--- src/hw/rtl/dtm_pkg.sv ---
// Shared types and constants for the divider and reload timer.
package dtm_pkg;

   localparam int ACC_W      = 16;   // shared unit and divider accumulator width
   localparam int TIM_ACC_W  = 11;   // timer accumulator: below longest period plus one item
   localparam int PER_W      = 11;   // prescaler period width
   localparam int IRQ_W      = 3;

   localparam logic [7:0] COUNT_MAX = 8'hFF;
   localparam logic [IRQ_W-1:0] IRQ_MAX = '1;

   // input item kinds
   localparam logic [1:0] KIND_TICK      = 2'd0;
   localparam logic [1:0] KIND_WRITE_CNT = 2'd1;
   localparam logic [1:0] KIND_RESET_DIV = 2'd2;

   // register indexes
   localparam logic [1:0] CSR_RELOAD    = 2'd0;
   localparam logic [1:0] CSR_ENABLE    = 2'd1;
   localparam logic [1:0] CSR_PRESCALE  = 2'd2;

   // shared unit operations
   localparam logic ALU_ADD_SAT = 1'b0;
   localparam logic ALU_SUB     = 1'b1;

   typedef struct packed {
      logic [1:0] kind;
      logic [3:0] tick_count;
      logic [7:0] new_value;
   } req_type;

   typedef struct packed {
      logic [7:0]       divider_value;
      logic [7:0]       counter_value;
      logic [IRQ_W-1:0] interrupt_count;
   } rsp_type;

   typedef struct packed {
      logic             op;
      logic [ACC_W-1:0] a;
      logic [ACC_W-1:0] b;
   } alu_req_type;

   typedef struct packed {
      logic [ACC_W-1:0] result;
      logic             ge;
   } alu_rsp_type;

endpackage

--- src/hw/rtl/divider_and_reload_timer_core.sv ---
// Top level of the divider and reload timer: sequencer, state and output register.
//
// Usage notes
// - req channel (valid/stall) carries one item: a tick count, a counter write
//   or a divider reset. A transfer is taken only while the sequencer is idle.
// - rsp channel (valid/stall) returns exactly one result per item: divider,
//   counter and the number of overflow interrupts the item raised.
// - csr port: plain write (csr_we, csr_index, csr_wdata); index 0 reload value,
//   1 counter enable, 2 prescaler select (also clears the timer accumulator).
//   Other indexes are ignored. Write only while the block is idle.
// - Steps per item: a non-tick item goes straight to the finish state. A tick item
//   runs divider add and divider compare, then, with the counter enabled, timer add,
//   then one compare-subtract for each of the N prescaler steps, where
//   N = (timer accumulator + ticks * CYCLES_PER_TICK) / period, and a final
//   compare. The steps run in turn on the one shared add/compare unit.
// - The result sits in an output register; the next item is taken while it
//   waits. If a result is still stalled when the next one is ready, the
//   sequencer holds in its finish state until the register frees.
// - Reset (synchronous, active high) clears all registers and counters but the cycle count and result data.
module divider_and_reload_timer_core
   import dtm_pkg::*;
#(
   parameter int CYCLES_PER_TICK   = 4,
   parameter int DIVIDER_PERIOD    = 256,
   parameter int PRESCALE_PERIOD_0 = 1024,
   parameter int PRESCALE_PERIOD_1 = 16,
   parameter int PRESCALE_PERIOD_2 = 64,
   parameter int PRESCALE_PERIOD_3 = 256
) (
   input  logic       clock,
   input  logic       reset,
   input  logic       req_valid,
   output logic       req_stall,
   input  req_type    req_data,
   output logic       rsp_valid,
   input  logic       rsp_stall,
   output rsp_type    rsp_data,
   input  logic       csr_we,
   input  logic [1:0] csr_index,
   input  logic [7:0] csr_wdata
);

   // cycles per item: up to 15 ticks
   localparam int CYC_W = $clog2(15 * CYCLES_PER_TICK + 1);

   localparam logic [PER_W-1:0] PERIODS [4] = '{
      PER_W'(PRESCALE_PERIOD_0), PER_W'(PRESCALE_PERIOD_1),
      PER_W'(PRESCALE_PERIOD_2), PER_W'(PRESCALE_PERIOD_3)
   };

   // sequencer states
   localparam logic [2:0] ST_IDLE     = 3'd0;
   localparam logic [2:0] ST_DIV_ADD  = 3'd1;
   localparam logic [2:0] ST_DIV_SUB  = 3'd2;
   localparam logic [2:0] ST_TIM_ADD  = 3'd3;
   localparam logic [2:0] ST_TIM_LOOP = 3'd4;
   localparam logic [2:0] ST_FINISH   = 3'd5;

   logic [2:0]           state_ff,     state_in;
   logic [7:0]           reload_ff,    reload_in;
   logic                 enable_ff,    enable_in;
   logic [1:0]           prescale_ff,  prescale_in;
   logic [7:0]           divider_ff,   divider_in;
   logic [ACC_W-1:0]     div_acc_ff,   div_acc_in;
   logic [7:0]           timer_ff,     timer_in;
   logic [TIM_ACC_W-1:0] tim_acc_ff,   tim_acc_in;
   logic [IRQ_W-1:0]     irq_ff,       irq_in;
   logic [CYC_W-1:0]     cycles_ff,    cycles_in;
   logic                 rsp_valid_ff, rsp_valid_in;
   rsp_type              rsp_data_ff,  rsp_data_in;

   logic [PER_W-1:0] period;
   alu_req_type      alu_req;
   alu_rsp_type      alu_rsp;

   assign period    = PERIODS[prescale_ff];
   assign req_stall = (state_ff != ST_IDLE);
   assign rsp_valid = rsp_valid_ff;
   assign rsp_data  = rsp_data_ff;

   dtm_alu u_alu (
      .alu_req (alu_req),
      .alu_rsp (alu_rsp)
   );

   // operand steering for the shared unit
   always_comb begin
      alu_req.op = ALU_SUB;
      alu_req.a  = ACC_W'(tim_acc_ff);
      alu_req.b  = ACC_W'(period);
      unique case (state_ff)
         ST_DIV_ADD: begin
            alu_req.op = ALU_ADD_SAT;
            alu_req.a  = div_acc_ff;
            alu_req.b  = ACC_W'(cycles_ff);
         end
         ST_DIV_SUB: begin
            alu_req.a  = div_acc_ff;
            alu_req.b  = ACC_W'(DIVIDER_PERIOD);
         end
         ST_TIM_ADD: begin
            alu_req.op = ALU_ADD_SAT;
            alu_req.b  = ACC_W'(cycles_ff);
         end
         default: begin
         end
      endcase
   end

   always_comb begin
      state_in     = state_ff;
      reload_in    = reload_ff;
      enable_in    = enable_ff;
      prescale_in  = prescale_ff;
      divider_in   = divider_ff;
      div_acc_in   = div_acc_ff;
      timer_in     = timer_ff;
      tim_acc_in   = tim_acc_ff;
      irq_in       = irq_ff;
      cycles_in    = cycles_ff;
      rsp_valid_in = rsp_valid_ff && rsp_stall;
      rsp_data_in  = rsp_data_ff;

      unique case (state_ff)
         ST_IDLE: begin
            if (req_valid) begin
               irq_in    = '0;
               cycles_in = CYC_W'(req_data.tick_count * CYCLES_PER_TICK);
               state_in  = ST_FINISH;
               unique case (req_data.kind)
                  KIND_TICK:      state_in = ST_DIV_ADD;
                  KIND_WRITE_CNT: timer_in = req_data.new_value;
                  KIND_RESET_DIV: begin
                     divider_in = '0;
                     tim_acc_in = '0;   // divider reset also clears timer accumulator
                  end
                  default: begin
                  end
               endcase
            end
         end
         ST_DIV_ADD: begin
            div_acc_in = alu_rsp.result;   // saturates at all ones
            state_in   = ST_DIV_SUB;
         end
         ST_DIV_SUB: begin
            if (alu_rsp.ge) begin
               div_acc_in = alu_rsp.result;
               divider_in = divider_ff + 8'd1;
            end
            state_in = enable_ff ? ST_TIM_ADD : ST_FINISH;
         end
         ST_TIM_ADD: begin
            tim_acc_in = alu_rsp.result[TIM_ACC_W-1:0];
            state_in   = ST_TIM_LOOP;
         end
         ST_TIM_LOOP: begin
            // one prescaler period per cycle
            if (alu_rsp.ge) begin
               tim_acc_in = alu_rsp.result[TIM_ACC_W-1:0];
               if (timer_ff == COUNT_MAX) begin
                  timer_in = reload_ff;
                  if (irq_ff != IRQ_MAX) begin
                     irq_in = irq_ff + IRQ_W'(1);
                  end
               end else begin
                  timer_in = timer_ff + 8'd1;
               end
            end else begin
               state_in = ST_FINISH;
            end
         end
         ST_FINISH: begin
            if (!rsp_valid_ff || !rsp_stall) begin
               rsp_valid_in                = 1'b1;
               rsp_data_in.divider_value   = divider_ff;
               rsp_data_in.counter_value   = timer_ff;
               rsp_data_in.interrupt_count = irq_ff;
               state_in                    = ST_IDLE;
            end
         end
         default: state_in = ST_IDLE;
      endcase

      if (csr_we) begin
         unique case (csr_index)
            CSR_RELOAD:   reload_in = csr_wdata;
            CSR_ENABLE:   enable_in = csr_wdata[0];
            CSR_PRESCALE: begin
               prescale_in = csr_wdata[1:0];
               tim_acc_in  = '0;
            end
            default: begin
            end
         endcase
      end
   end

   always_ff @(posedge clock) begin
      if (reset) begin
         state_ff     <= ST_IDLE;
         reload_ff    <= '0;
         enable_ff    <= 1'b0;
         prescale_ff  <= '0;
         divider_ff   <= '0;
         div_acc_ff   <= '0;
         timer_ff     <= '0;
         tim_acc_ff   <= '0;
         irq_ff       <= '0;
         rsp_valid_ff <= 1'b0;
      end else begin
         state_ff     <= state_in;
         reload_ff    <= reload_in;
         enable_ff    <= enable_in;
         prescale_ff  <= prescale_in;
         divider_ff   <= divider_in;
         div_acc_ff   <= div_acc_in;
         timer_ff     <= timer_in;
         tim_acc_ff   <= tim_acc_in;
         irq_ff       <= irq_in;
         rsp_valid_ff <= rsp_valid_in;
      end
   end

   // payload registers
   always_ff @(posedge clock) begin
      cycles_ff   <= cycles_in;
      rsp_data_ff <= rsp_data_in;
   end

`ifndef SYNTH
   // timer accumulator is always below the selected period between items
   a_tim_acc_bounded: assert property (@(posedge clock) disable iff (reset)
      (state_ff == ST_IDLE) |-> (PER_W'(tim_acc_ff) < period))
      else $error("timer accumulator not below prescaler period when idle");

   // a non-tick item goes straight to the finish state
   a_non_tick_short: assert property (@(posedge clock) disable iff (reset)
      (req_valid && !req_stall && (req_data.kind != KIND_TICK)) |=>
      (state_ff == ST_FINISH))
      else $error("non-tick item did not go straight to finish");

   // a new result only ever comes from the finish state
   a_rsp_from_finish: assert property (@(posedge clock) disable iff (reset)
      $rose(rsp_valid_ff) |-> ($past(state_ff) == ST_FINISH))
      else $error("result raised outside finish state");
`endif

endmodule

--- src/hw/rtl/dtm_alu.sv ---
// Shared saturating add / subtract-and-compare unit.
module dtm_alu
   import dtm_pkg::*;
(
   input  alu_req_type alu_req,
   output alu_rsp_type alu_rsp
);

   logic [ACC_W:0] sum;
   logic [ACC_W:0] diff;

   always_comb begin
      sum  = {1'b0, alu_req.a} + {1'b0, alu_req.b};
      diff = {1'b0, alu_req.a} - {1'b0, alu_req.b};
      case (alu_req.op)
         ALU_ADD_SAT: alu_rsp.result = sum[ACC_W] ? '1 : sum[ACC_W-1:0];
         ALU_SUB:     alu_rsp.result = diff[ACC_W-1:0];
         default:     alu_rsp.result = diff[ACC_W-1:0];
      endcase
      alu_rsp.ge = !diff[ACC_W];   // no borrow: a >= b
   end

endmodule
--- config.mk ---
export PLATFORM = sky130hd
export DESIGN_NAME = divider_and_reload_timer_core
export DESIGN_NICKNAME = d
export VERILOG_FILES = /design/src/hw/rtl/dtm_pkg.sv /design/src/hw/rtl/divider_and_reload_timer_core.sv /design/src/hw/rtl/dtm_alu.sv
export SDC_FILE = /design/constraint.sdc
export NUM_CORES = 1
export LEC_CHECK = 0
export ABC_AREA = 1
export BUFFER_PORTS_ARGS = -buffer_cell sky130_fd_sc_hd__buf_4
export CORE_UTILIZATION = 45
export DETAILED_ROUTE_END_ITERATION = 12
export PLACE_DENSITY = 0.65
export SYNTH_ARGS = -nofsm -noshare
export SYNTH_HDL_FRONTEND = slang
export SYNTH_SLANG_ARGS = --single-unit
--- constraint.sdc ---
create_clock -name clock -period 9 [get_ports clock]
set_clock_uncertainty 0.2 [all_clocks]
set_input_delay 0.9 -clock clock [delete_from_list [all_inputs] [get_ports clock]]
set_output_delay 0.9 -clock clock [all_outputs]
set_load 0.01 [all_outputs]
==> metrics, run 1 <==
Synth top area share 0.229; Max Slew Vio Count 0; total number of vias roughly 4.7k; Ports 50; # clock sinks 80; Worst EP arrival approximately 4.4 ns; FFs w/ async S/R, synth 0; Tmin final around 4.3 ns; Synth warnings 0; CTS max path bufs 2; Mapped Avg Cell Area approximately 7.0 um2; Max Fclk approximately 0.23 GHz; Fillers about 1.1k; initial antenna violation count 0; overall routing resource usage 0.239; Mapped Area approximately 5000 um2; Post-Syn Nets between 700 and 800; CP Capture Point tim_acc_ff[6]; type of the tightest min-delay check reg -> reg; Net count, final around 800; Remaining DRCs 0; critical path startpoint state_ff[1]; Buffers on Ports 49; post_cts resized 0; Worst R2R Start state_ff[1]; area leader, netlist dfxtp_1; r2r endpoint tim_acc_ff[6]; Hold-fix buffers, CTS 0; Yosys reg bits 80; ant diodes 0; overall die width approximately 110 um; outcome completed; Max IR drop VDD between 0.2 and 0.25 mV; routed wire length 12600 um; Worst R2R Path Depth 18; initial drt markers 321; largest cells by area after synthesis dfxtp_1, edfxtp_1, nand2_1; Post-synth EDFFs 23; gpl congestion 0.968; starting density of the core 0.461; leakage about 0.0026 uW; first-pass GRT wire length 21300 um; final cell count without fillers 902; layout cells sized above 1 0.135; Die Ht approximately 110 um; Cell Pwr Density between 300 and 400 nW/um2; cell count after placement 886; Crit. End Element register; Syn Inst Count ~710; crit-path max FO 16; Site Rows 38; antenna viol nets, final 0; pin count of the biggest net entering global routing 39; total of max-cap violations 0; RSZ-0062 raised after global routing false; final setup fails 0; Wirelength per Cell about 14 um; Worst Tran Pin Value 1.16 ns; DPL Wire Length between 9000 and 10000 um; crit start category register; clock slew at reported path FFs around 0.08 ns; GR Overflow Total 0; Post-synth top flop dfxtp_1; register area share after synthesis 0.368; Yosys cell types 42; area of the core approximately 11000 um2; area delta synth->final 13.4%; Worst Setup Path Type reg -> reg; Die ar. between 10000 and 15000 um2; Vias/cell 5.24; CTS tree yes; Slew headroom 0.228; final setup TNS 0 ns; TritonCTS Buffers 9; DRT Pass-1 Iters 5; worst path required time between 9 and 10 ns; Final Hold Fails 0; R2R setup slack roughly 4.7 ns; period utilization 0.479; Root Buffer clkbuf_8; vias in the first global route 4408; worst-skew pair later-pin latency ~0.37 ns; deepest level of the CTS H-tree 3; postcts setup bufs 0
## cells in the mapped netlist, types with 2 or more instances
cell type,n
inv_2,7
or2_2,2
nand2_4,4
nor3_1,6
clkbuf_1,7
inv_1,85
edfxtp_1,23
nand4_1,11
buf_4,2
xor2_1,13
nand3_4,3
o21ai_0,40
fa_1,2
nand2_2,6
o21ai_1,13
buf_2,4
nor2_1,81
nand3_2,4
nand3_1,59
nand3b_1,5
ha_1,18
xnor2_1,3
a31oi_1,3
dfxtp_1,57
nand2_1,175
and3_1,6
nor2_2,7
a21oi_1,51
## worst min-delay path by stage
stage                               from              to  slack (ns)  cells past startpoint
after floorplan             reload_ff[5]    reload_ff[5]        0.23                      2
after global placement    tim_acc_ff[10]  tim_acc_ff[10]        0.26                      2
after detailed placement       irq_ff[1]     rsp_data[1]        0.25                      0
after CTS                 tim_acc_ff[10]  tim_acc_ff[10]        0.27                      2
after global routing      tim_acc_ff[10]  tim_acc_ff[10]        0.28                      2
final                      tim_acc_ff[5]   tim_acc_ff[5]        0.27                      2
## flip-flops by register name, summed over array words and instances (netlist names)
signal and cells:
divider_ff 8, div_acc_ff 14, cycles_ff 4, reload_ff 8
prescale_ff 2, rsp_data 19, rsp_valid 1, irq_ff 3
enable_ff 1, timer_ff 8, state_ff 3, tim_acc_ff 9
## through the flow
| stage | hold slack [ns] | instance area, um2 | utilization | power [uW] | setup slack [ns] |
|---|---|---|---|---|---|
| 2_1_floorplan | 0.230 | 4970 | - | 1430 | 5.71 |
| 3_3_place_gp | 0.255 | 5450 | 0.505 | 1700 | 4.99 |
| 3_5_place_dp | 0.255 | 5450 | 0.505 | 1710 | 4.78 |
| 4_1_cts | 0.271 | 5640 | 0.522 | 1980 | 4.75 |
| 5_1_grt | 0.281 | 5640 | 0.522 | 2180 | 4.33 |
| 6_report | 0.270 | 5640 | 0.522 | 1990 | 4.69 |
## cell families (layout without fill, tap and decap cells)
family	count (synthesis)	count (layout)	share of synthesized area
AOI/OAI and AO/OA	116	116	0.125
xor gates and xnor gates	16	16	0.0282
buffers and inverters	109	160	0.0868
and+or+nand+nor	370	370	0.338
adders and majority gates	20	20	0.0533
DFF	80	80	0.368
## cells in the final DEF (no fill, tap or decap), types with 3 or more instances in the layout
| master | count |
|---|---|
| a21oi_1 | 50 |
| a31oi_1 | 3 |
| and3_1 | 6 |
| buf_4 | 50 |
| clkbuf_8 | 9 |
| dfxtp_1 | 57 |
| edfxtp_1 | 23 |
| ha_1 | 18 |
| inv_1 | 85 |
| inv_2 | 7 |
| nand2_1 | 175 |
| nand2_2 | 6 |
| nand2_4 | 4 |
| nand3_1 | 59 |
| nand3_2 | 4 |
| nand3_4 | 3 |
| nand3b_1 | 5 |
| nand4_1 | 11 |
| nor2_1 | 81 |
| nor2_2 | 7 |
| nor3_1 | 6 |
| o21ai_0 | 40 |
| o21ai_1 | 13 |
| xnor2_1 | 3 |
| xor2_1 | 13 |
## worst max-delay path, cell delays in order, from the launching register on
cell	delay [ns]
dfxtp_1	0.46
inv_2	0.09
nor3_1	0.28
inv_1	0.09
nand2_1	0.36
inv_1	0.38
nor2_1	0.25
ha_1	0.22
inv_1	0.06
fa_1	0.40
o21ai_0	0.39
nand2_1	0.12
a21oi_2	0.21
nand2_1	0.10
nand2_1	0.13
nand2_1	0.12
nand3b_1	0.12
nand3_1	0.09
a21oi_1	0.16
## layer usage
layer / wire [um] / track usage
met1: 5910 / 0.320
met2: 5790 / 0.377
met3: 657 / 0.0535
met4: 256 / 0.0822
met5: 0 / 0
## where the power goes
group	switching [uW]	internal, uW	total [uW]
Clock	137	129	266
Sequential	72.8	471	544
Combinational	797	387	1180
## layout make-up
cell class | instances | area (um2) | share of cell area
multi-input cells | 522 | 2710 | 0.481
flip-flops and latches | 80 | 1830 | 0.325
repair buffers | 50 | 375 | 0.0666
inverters | 94 | 355 | 0.0630
well taps | 140 | 175 | 0.0311
clock buffers | 11 | 131 | 0.0233
clock inverters | 5 | 56.3 | 0.00999
Power figures use the tool's default switching activity.
==> inputs of run 2 (changes only) <==
clock period = 4.5 ns   (was 9 ns; I/O delays follow)
==> metrics, run 2 (synthesized netlist as in run 1, its figures left out) <==
TritonCTS Buffers 9 (unchanged); internal power 1990 uW (+100%); clock slew at reported path FFs 0.08 ns (about the same); type of the tightest min-delay check in -> reg; Wirelength per Cell 13.7 um (-1.8%); Worst Setup Path Type reg -> reg; area delta synth->final 13.8%; commonest cells after routing, fill and taps aside nand2_1, inv_1, nor2_1, nand3_1, dfxtp_1; R2R setup slack 0.54 ns (-4.15 ns); CTS tree yes; Vias/cell 5.21 (-0.64%); crit-path max FO 6 (-10); postcts setup bufs 0 (unchanged); Gate power share 0.587 (-0.007); leakage 0.00264 uW (+0.20%); Slew headroom 0.224 (-0.00420); initial antenna violation count 0 (unchanged); gpl congestion 0.956 (-1.3%); Cell Pwr Density 699 nW/um2 (+98%); Hold-fix buffers, CTS 0 (unchanged); Largest register FFs 19 (unchanged); Tmin final 3.96 ns (-0.345 ns); Ports 50 (unchanged); ant diodes 0 (unchanged); CTS max path bufs 2 (unchanged); layout cells sized above 1 0.139 (+0.00357); period utilization 0.881 (+0.402); DRT Pass-1 Iters 4 (-1); Max Slew Vio Count 0 (unchanged); Clk pwr share 0.136 (+0.003); crit start category register; Net count, final 808 (+0.25%); Max Fclk 0.252 GHz (+8.7%); antenna viol nets, final 0 (unchanged); pin count of the biggest net entering global routing 39 (unchanged); deepest level of the CTS H-tree 3 (unchanged); most common cell after layout, fill and taps aside nand2_1; Remaining DRCs 0 (unchanged); total of max-cap violations 0 (unchanged); Fillers 1050 (-3.0%); worst-skew pair later-pin latency 0.36 ns (about the same); Buffers on Ports 49 (unchanged); final setup fails 0 (unchanged); total number of vias 4709 (-0.42%); outcome completed; final setup TNS 0 ns (unchanged); overall die width 107 um (unchanged); Worst EP arrival 4.05 ns (-0.37 ns); Reg power frac 0.277 (+0.004); Worst Tran Pin Value 1.16 ns (+0.00630 ns); initial drt markers 291 (-9.3%); worst path required time 4.58 ns (-4.53 ns); RSZ-0062 raised after global routing false; Final Hold Fails 0 (unchanged); first-pass GRT wire length 20900 um (-2.2%); sw power 1970 uW (+96%); final core occ 0.524 (+0.00197); Crit. End Element register; Root Buffer clkbuf_8; post_cts resized 0 (unchanged); Die Ht 107 um (unchanged); routed wire length 12400 um (-1.5%); DPL Wire Length 9640 um (+0.92%); # clock sinks 80 (unchanged); Switching Fraction 0.498 (-0.00716); GR Overflow Total 0 (unchanged); overall routing resource usage 0.230 (-0.00833); Die ar. 11500 um2 (unchanged); Max IR drop VDD 0.314 mV (+51%); area of the core 10800 um2 (unchanged); vias in the first global route 4440 (+0.73%); starting density of the core 0.461 (unchanged); Site Rows 38 (unchanged)
## run 2: cell types whose count changed in the layout (fill, tap and decap cells not counted)
cell        delta
buf_4          +2
clkbuf_1       -1
clkinv_2       -1
clkinv_4       -1
clkinvlp_4     +2
inv_6          +1
## run 2: stage by stage
stage | hold slack, ns | worst slack (ns) | instance area [um2] | instances | total power [uW]
finish | 0.0733 | 0.536 | 5660 | 904 | 3960
global route | 0.0450 | 0.292 | 5660 | 904 | 4320
CTS | 0.0590 | 0.595 | 5660 | 904 | 3940
detailed placement | 0.251 | 0.608 | 5470 | 888 | 3400
global placement | 0.259 | 0.633 | 5470 | 888 | 3370
floorplan | 0.230 | 1.21 | 4970 | 711 | 2860
## run 2: critical path, stage by stage (launching register included)
cell	delay (ns)
dfxtp_1	0.45
inv_2	0.08
nor3_1	0.27
inv_1	0.10
nand2_1	0.26
inv_1	0.09
nor2_1	0.22
ha_1	0.25
inv_1	0.07
fa_1	0.39
o21ai_0	0.41
nand2_1	0.12
a21oi_2	0.21
nand2_1	0.09
nand2_1	0.16
nand2_1	0.12
nand3b_1	0.14
nand3_1	0.09
a21oi_1	0.17
## run 2: final timing paths
kind                   endpoint    startpoint  depth (start not counted)
setup / recovery  tim_acc_ff[7]   state_ff[1]                         18
hold / removal     cycles_ff[4]  req_data[10]                          1
setup reg to reg  tim_acc_ff[7]   state_ff[1]                         18
hold reg to reg     rsp_data[1]     irq_ff[1]                          0
## run 2: layout make-up
cell class,instances,area [um2],area share
flip-flops and latches,80,1830,0.324
repair buffers,52,390,0.0690
clock buffers,10,128,0.0226
clock inverters,6,66.3,0.0117
inverters,94,355,0.0628
multi-input cells,522,2710,0.479
well taps,140,175,0.0310
## run 2: power groups by stage
stage / logic, uW / registers, uW / clock network, uW
6_report: 2330 / 1100 / 537
5_1_grt: 2620 / 1120 / 583
4_1_cts: 2310 / 1090 / 546
3_5_place_dp: 2290 / 1110 / 0
3_3_place_gp: 2270 / 1100 / 0
2_1_floorplan: 1780 / 1080 / 0
## run 2: metal layers
metal | routed length (um) | GRT usage | vias up | share of wire
li1 | - | - | 2427 | -
met1 | 5780 | 0.311 | 2122 | 0.47
met2 | 5780 | 0.373 | 138 | 0.47
met3 | 650 | 0.0395 | 22 | 0.052
met4 | 209 | 0.0734 | 0 | 0.017
met5 | 0 | 0 | - | 0
==> inputs of run 3 (changes only) <==
PLACE_DENSITY = default   (was 0.65)
==> metrics, run 3 (synthesized netlist as in run 1, its figures left out) <==
outcome completed; Cell Pwr Density 703 nW/um2 (+0.51%); R2R setup slack 0.59 ns (+0.06 ns); worst path required time 4.59 ns (about the same); vias in the first global route 4402 (-0.86%); postcts setup bufs 0 (unchanged); leakage 0.00264 uW (+0.18%); gpl congestion 0.904 (-5.4%); final setup fails 0 (unchanged); routed wire length 12900 um (+4.2%); final cell count without fillers 904 (unchanged); Fillers 1089 (+3.7%); Ports 50 (unchanged); overall die width 107 um (unchanged); Root Buffer clkbuf_8; Worst R2R Start state_ff[0]; post_cts resized 0 (unchanged); layout cells sized above 1 0.140 (+0.00131); Largest register FFs 19 (unchanged); sw power 1980 uW (+0.65%); crit start category register; GR Overflow Total 0 (unchanged); final setup TNS 0 ns (unchanged); Hold-fix buffers, CTS 0 (unchanged); Worst Tran Pin Value 1.13 ns (-0.0336 ns); Vias/cell 5.21 (about the same); Net count, final 808 (unchanged); Reg power frac 0.275 (-0.002); ant diodes 0 (unchanged); Worst Setup Path Type reg -> reg; type of the tightest min-delay check in -> reg; internal power 2000 uW (+0.46%); RSZ-0062 raised after global routing false; Worst R2R Path Depth 17 (-1); Worst Hold Endpoint cycles_ff[5]; Tmin final 3.91 ns (-0.0571 ns); CTS max path bufs 2 (unchanged); initial antenna violation count 0 (unchanged); DPL Wire Length 10200 um (+5.4%); worst-skew pair later-pin latency 0.35 ns (about the same); overall routing resource usage 0.241 (+0.0105); Crit. End Element register; Max IR drop VDD 0.260 mV (-17%); most common cell after layout, fill and taps aside nand2_1; Final Hold Fails 0 (unchanged); Buffers on Ports 49 (unchanged); deepest level of the CTS H-tree 3 (unchanged); cell count after placement 888 (unchanged); antenna viol nets, final 0 (unchanged); total number of vias 4710 (+0.021%); Worst EP arrival 4.00 ns (-0.05 ns); Clk pwr share 0.133 (-0.003); Die Ht 107 um (unchanged); Worst Min Path Start req_data[11]; area delta synth->final 13.9% (about the same); period utilization 0.868 (-0.0127); TritonCTS Buffers 9 (unchanged); first-pass GRT wire length 21400 um (+2.6%); crit-path max FO 17 (+11); Remaining DRCs 0 (unchanged); Area after DPL 5470 um2 (unchanged); pin count of the biggest net entering global routing 39 (unchanged); r2r endpoint timer_ff[1]; commonest cells after routing, fill and taps aside nand2_1, inv_1, nor2_1, nand3_1, dfxtp_1; WHS Path Cells 1 (unchanged); initial drt markers 327 (+12%); area of the core 10800 um2 (unchanged); CTS tree yes; Site Rows 38 (unchanged); total of max-cap violations 0 (unchanged); starting density of the core 0.461 (unchanged); Wirelength per Cell 14.3 um (+4.2%); DRT Pass-1 Iters 5 (+1); Max Fclk 0.256 GHz (+1.5%); Slew headroom 0.246 (+0.0224); Die ar. 11500 um2 (unchanged); Gate power share 0.591 (+0.004); Max Slew Vio Count 0 (unchanged); # clock sinks 80 (unchanged); Switching Fraction 0.498 (about the same); post-route cell area 5660 um2 (about the same); clock slew at reported path FFs 0.08 ns (about the same)
==> run 3: critical path, cell delays in order (launching register included) <==
cell and delay [ns]:
dfxtp_1 0.41, inv_1 0.12, nand3_4 0.18, nand2_8 0.14, o21ai_0 0.41, inv_1 0.18, fa_1 0.48, o21ai_0 0.33
nand2_1 0.11, nand3_2 0.13, nand3_2 0.13, nand3_4 0.10, nand2_2 0.08, o21ai_2 0.27, nand2_2 0.26, nand2_1 0.12
nand2_1 0.06, nor2_1 0.13
==> run 3: layout make-up <==
class                   instances  area [um2]  area share
multi-input cells             522        2710       0.479
flip-flops and latches         80        1830       0.324
repair buffers                 52         390      0.0690
inverters                      94         355      0.0628
well taps                     140         175      0.0309
clock buffers                  10         138      0.0243
clock inverters                 6        58.8      0.0104
==> run 3: how the worst max path moves through the flow <==
stage | startpoint | end | slack, ns | cells past startpoint
finish | state_ff[0] | timer_ff[1] | 0.59 | 17
floorplan | state_ff[1] | tim_acc_ff[6] | 1.21 | 19
global placement | state_ff[1] | tim_acc_ff[6] | 0.68 | 18
global route | state_ff[1] | tim_acc_ff[6] | 0.15 | 18
CTS | state_ff[1] | timer_ff[3] | 0.57 | 19
detailed placement | state_ff[1] | timer_ff[3] | 0.59 | 19
==> run 3: power groups by stage <==
stage	Combinational (uW)	Clock, uW	Sequential, uW
after CTS	2340	544	1090
after global routing	2670	573	1120
after detailed placement	2330	0	1110
final	2350	531	1100
after global placement	2330	0	1110
after floorplan	1780	0	1080
==> run 3: per-layer routing <==
layer | global-route usage | up-vias | routed length, um | part of all wire
met5 | 0 | - | 0 | 0
met4 | 0.0597 | 0 | 141 | 0.011
met3 | 0.0444 | 17 | 793 | 0.061
met2 | 0.388 | 124 | 5930 | 0.46
met1 | 0.332 | 2157 | 6070 | 0.47
li1 | - | 2412 | - | -
==> run 3: metrics by stage <==
| stage | utilization | hold slack [ns] | worst slack, ns | total power [uW] |
|---|---|---|---|---|
| global route | 0.525 | 0.0497 | 0.145 | 4360 |
| CTS | 0.525 | 0.0538 | 0.570 | 3980 |
| global placement | 0.506 | 0.244 | 0.679 | 3440 |
| detailed placement | 0.506 | 0.252 | 0.595 | 3440 |
| finish | 0.525 | 0.0728 | 0.594 | 3980 |
| floorplan | - | 0.230 | 1.21 | 2860 |
